`src/hw/rtl/hsrs_pkg.sv`:
```
`default_nettype none

package hsrs_pkg;

    // defaults for the top level parameters
    localparam int DEF_MAX_ROW_POINTS = 1024;
    localparam int DEF_VALUE_BITS     = 32;

    // register and field widths
    localparam int ROW_LENGTH_W   = 11;
    localparam int LOCAL_ROWS_W   = 13;
    localparam int GAIN_W         = 16;
    localparam int CFG_INDEX_W    = 3;
    localparam int CFG_DATA_W     = 16;
    localparam int RESIDUAL_W     = 64;
    localparam int FRAC_BITS      = 16;
    localparam int SQ_IN_W        = 32;
    localparam int LAP_EXTRA_BITS = 3;

    // limits of the row walk
    localparam int MIN_ROW_LENGTH  = 3;
    localparam int MAX_LOCAL_ROWS  = 4096;
    localparam int FIRST_LOCAL_ROW = 2;

    // configuration register indexes
    localparam logic [CFG_INDEX_W-1:0] REG_ROW_LENGTH     = 3'd0;
    localparam logic [CFG_INDEX_W-1:0] REG_LOCAL_ROWS     = 3'd1;
    localparam logic [CFG_INDEX_W-1:0] REG_TOP_FIXED      = 3'd2;
    localparam logic [CFG_INDEX_W-1:0] REG_BOTTOM_FIXED   = 3'd3;
    localparam logic [CFG_INDEX_W-1:0] REG_DIFFUSION_GAIN = 3'd4;

    // reset values of the configuration registers
    localparam logic [ROW_LENGTH_W-1:0] RST_ROW_LENGTH = 11'd1024;
    localparam logic [LOCAL_ROWS_W-1:0] RST_LOCAL_ROWS = 13'd1;

    // per point control that travels down the update pipe
    typedef struct packed {
        logic copy;
        logic last;
    } t_ctl;

endpackage

`default_nettype wire

```
`src/hw/rtl/hsrs_update_pipe.sv`:
```
`default_nettype none

module hsrs_update_pipe
    import hsrs_pkg::*;
#(
    parameter int VALUE_BITS = DEF_VALUE_BITS
) (
    input  wire logic                                 i_clk,
    input  wire logic                                 i_rst_n,
    input  wire logic [GAIN_W-1:0]                    i_gain,
    output logic                                      o_en,
    input  wire logic                                 i_item_valid,
    input  wire logic [VALUE_BITS-1:0]                i_cur,
    input  wire logic [VALUE_BITS+LAP_EXTRA_BITS-1:0] i_lap,
    input  wire t_ctl                                 i_ctl,
    output logic                                      o_valid,
    input  wire logic                                 i_ready,
    output logic      [VALUE_BITS-1:0]                o_new_value,
    output logic                                      o_last,
    output logic      [RESIDUAL_W-1:0]                o_residual
);

    localparam int LAP_W  = VALUE_BITS + LAP_EXTRA_BITS;
    localparam int PROD_W = LAP_W + GAIN_W + 1;
    localparam int RND_W  = PROD_W - FRAC_BITS;
    localparam int SUM_W  = VALUE_BITS + 5;
    localparam int MAG_W  = VALUE_BITS + 1;
    localparam int TOP_W  = SUM_W - VALUE_BITS + 1;

    localparam logic [PROD_W-1:0]     HALF = PROD_W'(1) << (FRAC_BITS - 1);
    localparam logic [VALUE_BITS-1:0] VMAX = {1'b0, {(VALUE_BITS-1){1'b1}}};
    localparam logic [VALUE_BITS-1:0] VMIN = {1'b1, {(VALUE_BITS-1){1'b0}}};

    logic en;

    // stage 1: laplacian
    logic                  r_s1_v;
    logic [LAP_W-1:0]      r_s1_lap;
    logic [VALUE_BITS-1:0] r_s1_cur;
    t_ctl                  r_s1_ctl;
    // stage 2: gain product
    logic                  r_s2_v;
    logic [PROD_W-1:0]     r_s2_prod;
    logic [VALUE_BITS-1:0] r_s2_cur;
    t_ctl                  r_s2_ctl;
    // stage 3: new value
    logic                  r_s3_v;
    logic [VALUE_BITS-1:0] r_s3_nv;
    logic [VALUE_BITS-1:0] r_s3_cur;
    logic                  r_s3_last;
    // stage 4: change magnitude
    logic                  r_s4_v;
    logic [VALUE_BITS-1:0] r_s4_nv;
    logic [SQ_IN_W-1:0]    r_s4_m32;
    logic                  r_s4_big;
    logic                  r_s4_last;
    // stage 5: square
    logic                  r_s5_v;
    logic [VALUE_BITS-1:0] r_s5_nv;
    logic [RESIDUAL_W-1:0] r_s5_sq;
    logic                  r_s5_big;
    logic                  r_s5_last;
    // output register and running sum
    logic                  r_out_v;
    logic [VALUE_BITS-1:0] r_out_nv;
    logic                  r_out_last;
    logic [RESIDUAL_W-1:0] r_out_res;
    logic [RESIDUAL_W-1:0] r_sum;

    logic signed [PROD_W-1:0] gain_x, lap_x, prod;
    logic [PROD_W-1:0]        rnd_q;
    logic [RND_W-1:0]         rnd;
    logic [SUM_W-1:0]         vsum;
    logic [TOP_W-1:0]         vtop;
    logic [VALUE_BITS-1:0]    sat, nv;
    logic [MAG_W-1:0]         dif, mag;
    logic [MAG_W+SQ_IN_W-1:0] mag_x;
    logic [RESIDUAL_W-1:0]    sq;
    logic [RESIDUAL_W:0]      acc_sum;
    logic [RESIDUAL_W-1:0]    new_sum;

    assign en   = !r_out_v || i_ready;
    assign o_en = en;

    // gain times laplacian, exact
    assign gain_x = {{(PROD_W-GAIN_W){1'b0}}, i_gain};
    assign lap_x  = {{(PROD_W-LAP_W){r_s1_lap[LAP_W-1]}}, r_s1_lap};
    assign prod   = gain_x * lap_x;

    // round to nearest, ties up, then saturating add
    always_comb begin
        rnd_q = r_s2_prod + HALF;
        rnd   = rnd_q[PROD_W-1:FRAC_BITS];
        vsum  = {{(SUM_W-VALUE_BITS){r_s2_cur[VALUE_BITS-1]}}, r_s2_cur}
                + {{(SUM_W-RND_W){rnd[RND_W-1]}}, rnd};
        vtop  = vsum[SUM_W-1:VALUE_BITS-1];
        if ((vtop == '0) || (vtop == '1)) begin
            sat = vsum[VALUE_BITS-1:0];
        end else if (vsum[SUM_W-1]) begin
            sat = VMIN;
        end else begin
            sat = VMAX;
        end
        nv = r_s2_ctl.copy ? r_s2_cur : sat;
    end

    // magnitude of the change
    always_comb begin
        dif   = {r_s3_nv[VALUE_BITS-1], r_s3_nv} - {r_s3_cur[VALUE_BITS-1], r_s3_cur};
        mag   = dif[MAG_W-1] ? (MAG_W'(0) - dif) : dif;
        mag_x = {{SQ_IN_W{1'b0}}, mag};
    end

    // saturating residual sum
    always_comb begin
        sq      = r_s5_big ? '1 : r_s5_sq;
        acc_sum = {1'b0, r_sum} + {1'b0, sq};
        new_sum = acc_sum[RESIDUAL_W] ? '1 : acc_sum[RESIDUAL_W-1:0];
    end

    always_ff @(posedge i_clk) begin
        if (!i_rst_n) begin
            r_s1_v  <= 1'b0;
            r_s2_v  <= 1'b0;
            r_s3_v  <= 1'b0;
            r_s4_v  <= 1'b0;
            r_s5_v  <= 1'b0;
            r_out_v <= 1'b0;
            r_sum   <= '0;
        end else if (en) begin
            r_s1_v  <= i_item_valid;
            r_s2_v  <= r_s1_v;
            r_s3_v  <= r_s2_v;
            r_s4_v  <= r_s3_v;
            r_s5_v  <= r_s4_v;
            r_out_v <= r_s5_v;
            if (r_s5_v) begin
                r_sum <= r_s5_last ? '0 : new_sum;
            end
        end
    end

    always_ff @(posedge i_clk) begin
        if (en) begin
            r_s1_lap   <= i_lap;
            r_s1_cur   <= i_cur;
            r_s1_ctl   <= i_ctl;
            r_s2_prod  <= prod;
            r_s2_cur   <= r_s1_cur;
            r_s2_ctl   <= r_s1_ctl;
            r_s3_nv    <= nv;
            r_s3_cur   <= r_s2_cur;
            r_s3_last  <= r_s2_ctl.last;
            r_s4_nv    <= r_s3_nv;
            r_s4_m32   <= mag_x[SQ_IN_W-1:0];
            r_s4_big   <= |mag_x[MAG_W+SQ_IN_W-1:SQ_IN_W];
            r_s4_last  <= r_s3_last;
            r_s5_nv    <= r_s4_nv;
            r_s5_sq    <= RESIDUAL_W'(r_s4_m32) * RESIDUAL_W'(r_s4_m32);
            r_s5_big   <= r_s4_big;
            r_s5_last  <= r_s4_last;
            r_out_nv   <= r_s5_nv;
            r_out_last <= r_s5_last;
            r_out_res  <= r_s5_last ? new_sum : '0;
        end
    end

    assign o_valid     = r_out_v;
    assign o_new_value = r_out_nv;
    assign o_last      = r_out_last;
    assign o_residual  = r_out_res;

    a_res_only_last: assert property (@(posedge i_clk) disable iff (!i_rst_n)
        (r_out_v && !r_out_last) |-> (r_out_res == '0))
        else $error("residual shown on a point that is not the last");

    a_sum_cleared: assert property (@(posedge i_clk) disable iff (!i_rst_n)
        (en && r_s5_v && r_s5_last) |=> (r_sum == '0))
        else $error("residual sum not cleared at block end");

    a_enter_moving: assert property (@(posedge i_clk) disable iff (!i_rst_n)
        i_item_valid |-> en)
        else $error("point entered a stalled pipe");

endmodule

`default_nettype wire
```
`config.mk`:
```
export PLATFORM = sky130hd
export DESIGN_NAME = hsrs_update_pipe
export DESIGN_NICKNAME = d
export VERILOG_FILES = /design/src/hw/rtl/hsrs_pkg.sv /design/src/hw/rtl/hsrs_update_pipe.sv
export SDC_FILE = /design/constraint.sdc
export NUM_CORES = 2
export LEC_CHECK = 0
export BUFFER_PORTS_ARGS = -buffer_cell sky130_fd_sc_hd__buf_2
export CAP_MARGIN = 20
export CORE_UTILIZATION = 46
export CTS_CLUSTER_SIZE = 14
export DETAILED_ROUTE_END_ITERATION = 10
export PLACE_DENSITY = 0.64
export SETUP_SLACK_MARGIN = 0.05
export SYNTH_ARGS = -nofsm -noshare
export SYNTH_HDL_FRONTEND = slang
export SYNTH_SLANG_ARGS = --single-unit
```
`constraint.sdc`:
```
create_clock -name i_clk -period 48.8 [get_ports i_clk]
set_clock_uncertainty 0.15 [all_clocks]
set_input_delay 2.44 -clock i_clk [delete_from_list [all_inputs] [get_ports i_clk]]
set_output_delay 2.44 -clock i_clk [all_outputs]
set_load 0.01 [all_outputs]
```
==> results.py <==
metrics = {
    "timing": {
        "tns_ps": 0,
        "hold_viol": 0,
        "worst_slack_ps": 39260,
        "period_minus_slack_ps": 9541,
        "rsz0062_at_grt": "false",
        "maxSlewViolCount": 0,
        "relSlewSlack_pct": 36.71,
        "timing.final.crit_share_pct": 19.55,
        "setup_viol": 0,
        "max_freq_mhz": 104.8,
        "worst_pin_slew_ps": 949.3,
    },
    "clocking": {
        "cts_setup_buffers": 0,
        "cts_tree": "built",
        "clkTransAtPathRegs_ps": 60,
        "h-tree-depth": 2,
        "cts_buffer_depth": 3,
        "cts_made_buffers": 56,
        "clock_latency_ps": 650,
        "cts_root_buf": "clkbuf_16",
        "cts_hold_buf": 0,
        "cts_resized": 0,
        "cts_sinks": 535,
    },
    "global_route": {
        "gr-total-overflow": 0,
        "antenna_found_initial": 5,
        "grt_pass1_vias": 55370,
        "grt_max_degree": 76,
        "grt_use_total_pct": 23.39,
        "grt_pass1_wl_um": 301000,
    },
    "drt": {
        "drtIter0Drc": 3312,
        "vias": 51412,
        "dr.pass1.iters": 8,
        "drc": 0,
        "wl_um": 188500,
        "viasPerCell": 5.267,
        "wire_per_inst_um": 19.31,
        "ant_nets": 0,
    },
    "setup_path": {
        "end_kind": "register",
        "worstPathArrival_ps": 9760,
        "critPathMaxFanout": 35,
        "crit_required_ps": 49020,
        "path_class": "in2reg",
        "critPathLaunchType": "input pin",
    },
    "placed_design": {
        "io_buffers": 187,
        "placed_area_um2": 77880,
        "dpl.hpwl_um": 147700,
        "place_inst": 9652,
        "dp_slack_ps": 38450,
        "routabilityCongestion": 0.9115,
    },
    "final_layout": {
        "drive_gt1_share_pct": 6.619,
        "layout.nets": 9518,
        "area_growth_syn_to_layout_pct": 6.453,
        "fin_area_um2": 79820,
        "multi_input_area_um2": 52240,
        "fin_cells": 9762,
        "final-seq-area_um2": 15360,
        "fill_cells": 14975,
    },
    "yosys": {
        "avgSynthCellArea_um2": 9.929,
        "synth_cells": 7552,
        "synth_area_um2": 74980,
        "yosysTopAreaCell": "fa_1",
        "syn_nets": 9519,
        "synth_edf_count": 465,
        "yosysSeqAreaShare_pct": 20.49,
        "async_flop_share_pct": 0,
        "synth_warnings": 0,
        "synthFlopType": "edfxtp_1",
        "yosysMostFrequentCell": "inv_1",
        "yosys_register_bits": 535,
        "synthTopCellsByCount": "1,652 x inv_1, 1,324 x fa_1, 798 x nand2_1",
        "synth_area_leaders": "fa_1 35%, edfxtp_1 19%, ha_1 9.2%, inv_1 8.3%, nand2_1 4.0%",
        "synth_top_area_share_pct": 35.35,
        "synth_cell_types": 105,
    },
    "die": {
        "die_area_um2": 164600,
        "die_w_um": 405.7,
        "start_util_pct": 46.54,
        "io_pins": 188,
        "die_y_um": 405.7,
        "core_area_um2": 161100,
        "fp-row-count": 147,
    },
    "run": {
        "drv_cap": 0,
    },
    "outcome": {
        "outcome": "completed",
    },
    "worst_hold_path": {
        "holdCritPathClass": "reg2reg",
    },
}
## layer usage
| metal | GRT usage (%) | vias to the layer above | share of wire (%) |
|---|---|---|---|
| met2 | 40.73 | 1489 | 50 |
| met3 | 2.781 | 332 | 5.8 |
| li1 | - | 23540 | - |
| met4 | 7.514 | 0 | 3.6 |
| met5 | 0 | - | 0 |
| met1 | 30.23 | 26051 | 41 |
## worst max-delay path: stages
cell and delay [ps]:
buf_2 580, nand2_1 170, fa_1 580, inv_1 60, fa_1 530, inv_1 50, fa_1 500, inv_1 60
fa_1 540, inv_1 50, fa_1 470, inv_1 50, fa_1 440, ha_1 300, a211oi_1 230, o21ai_0 190
a221oi_1 790, nand3_1 160, a22oi_1 200, o21ai_1 100, buf_4 170, o21ai_0 370, o21bai_1 180, a31oi_1 280
o21bai_1 110, xnor2_1 130
## final timing paths
check	cells past startpoint	endpoint	from	slack [ps]
worst max-delay path	26	r_s2_prod[51]	i_gain[2]	39260
worst min register to register	0	r_s5_nv[20]	r_s4_nv[20]	250
worst min-delay path	0	r_s5_nv[20]	r_s4_nv[20]	250
worst max register to register	25	r_s5_sq[61]	r_s4_m32[16]	39440
## layout make-up
| class | instances | area share [%] |
|---|---|---|
| multi-input combinational | 5059 | 65.44 |
| antenna | 3 | 0.009405 |
| tap | 2160 | 3.386 |
| inverter | 1653 | 7.773 |
| timing repair buffer | 246 | 1.737 |
| clock buffer | 68 | 1.917 |
| clock inverter | 38 | 0.4844 |
| sequential | 535 | 19.25 |
## through the flow
| stage | utilization [%] | hold WS, ps |
|---|---|---|
| after global placement | 48.34 | 251.8 |
| after CTS | 49.53 | 249.5 |
| after detailed placement | 48.34 | 254.5 |
| after floorplan | - | 250.3 |
| final | 49.54 | 252.2 |
| after global routing | 49.54 | 249.1 |
## cells in the final DEF, fill, tap and decap left out, types with 12 or more instances in the layout
master     count
a211oi_1      31
a21o_1       165
a21oi_1      233
a221oi_1      12
a221oi_2      20
a31o_2        22
a31oi_1       37
and2_1       469
and3_1        39
buf_2        187
buf_4         58
clkbuf_16     59
dfxtp_1       70
edfxtp_1     465
fa_1        1324
ha_1         554
inv_1       1652
nand2_1      798
nand2b_1      28
nand3_1       63
nand4_1       49
nor2_1       218
nor2b_1       89
nor3_1        30
o211ai_1      21
o21a_1        34
o21ai_0      156
o21ai_1       14
o21bai_1      45
or2_2         76
or3_1         14
xnor2_1      187
xor2_1       125
## registers in the layout (all words and copies together) (netlist names), 35 cells and up
| name | flops |
|---|---|
| r_sum | 64 |
| r_s5_sq | 63 |
| r_s1_lap | 35 |
| o_residual | 64 |
| r_s2_prod | 37 |
## cells by family after synthesis
kind of cell	after synthesis	synth area share (%)
adder cells (fa/ha/maj)	1878	44.59
multiplexers	13	0.1802
AO/OA/AOI/OAI	921	8.407
XOR/XNOR	313	3.666
buffers and inverters	1958	9.877
flip-flops	535	20.49
AND/OR/NAND/NOR	1934	12.79
Power is left out: the tool's default activity adds up to more than one toggle a clock period on the data nets, which glitch-free logic cannot reach.
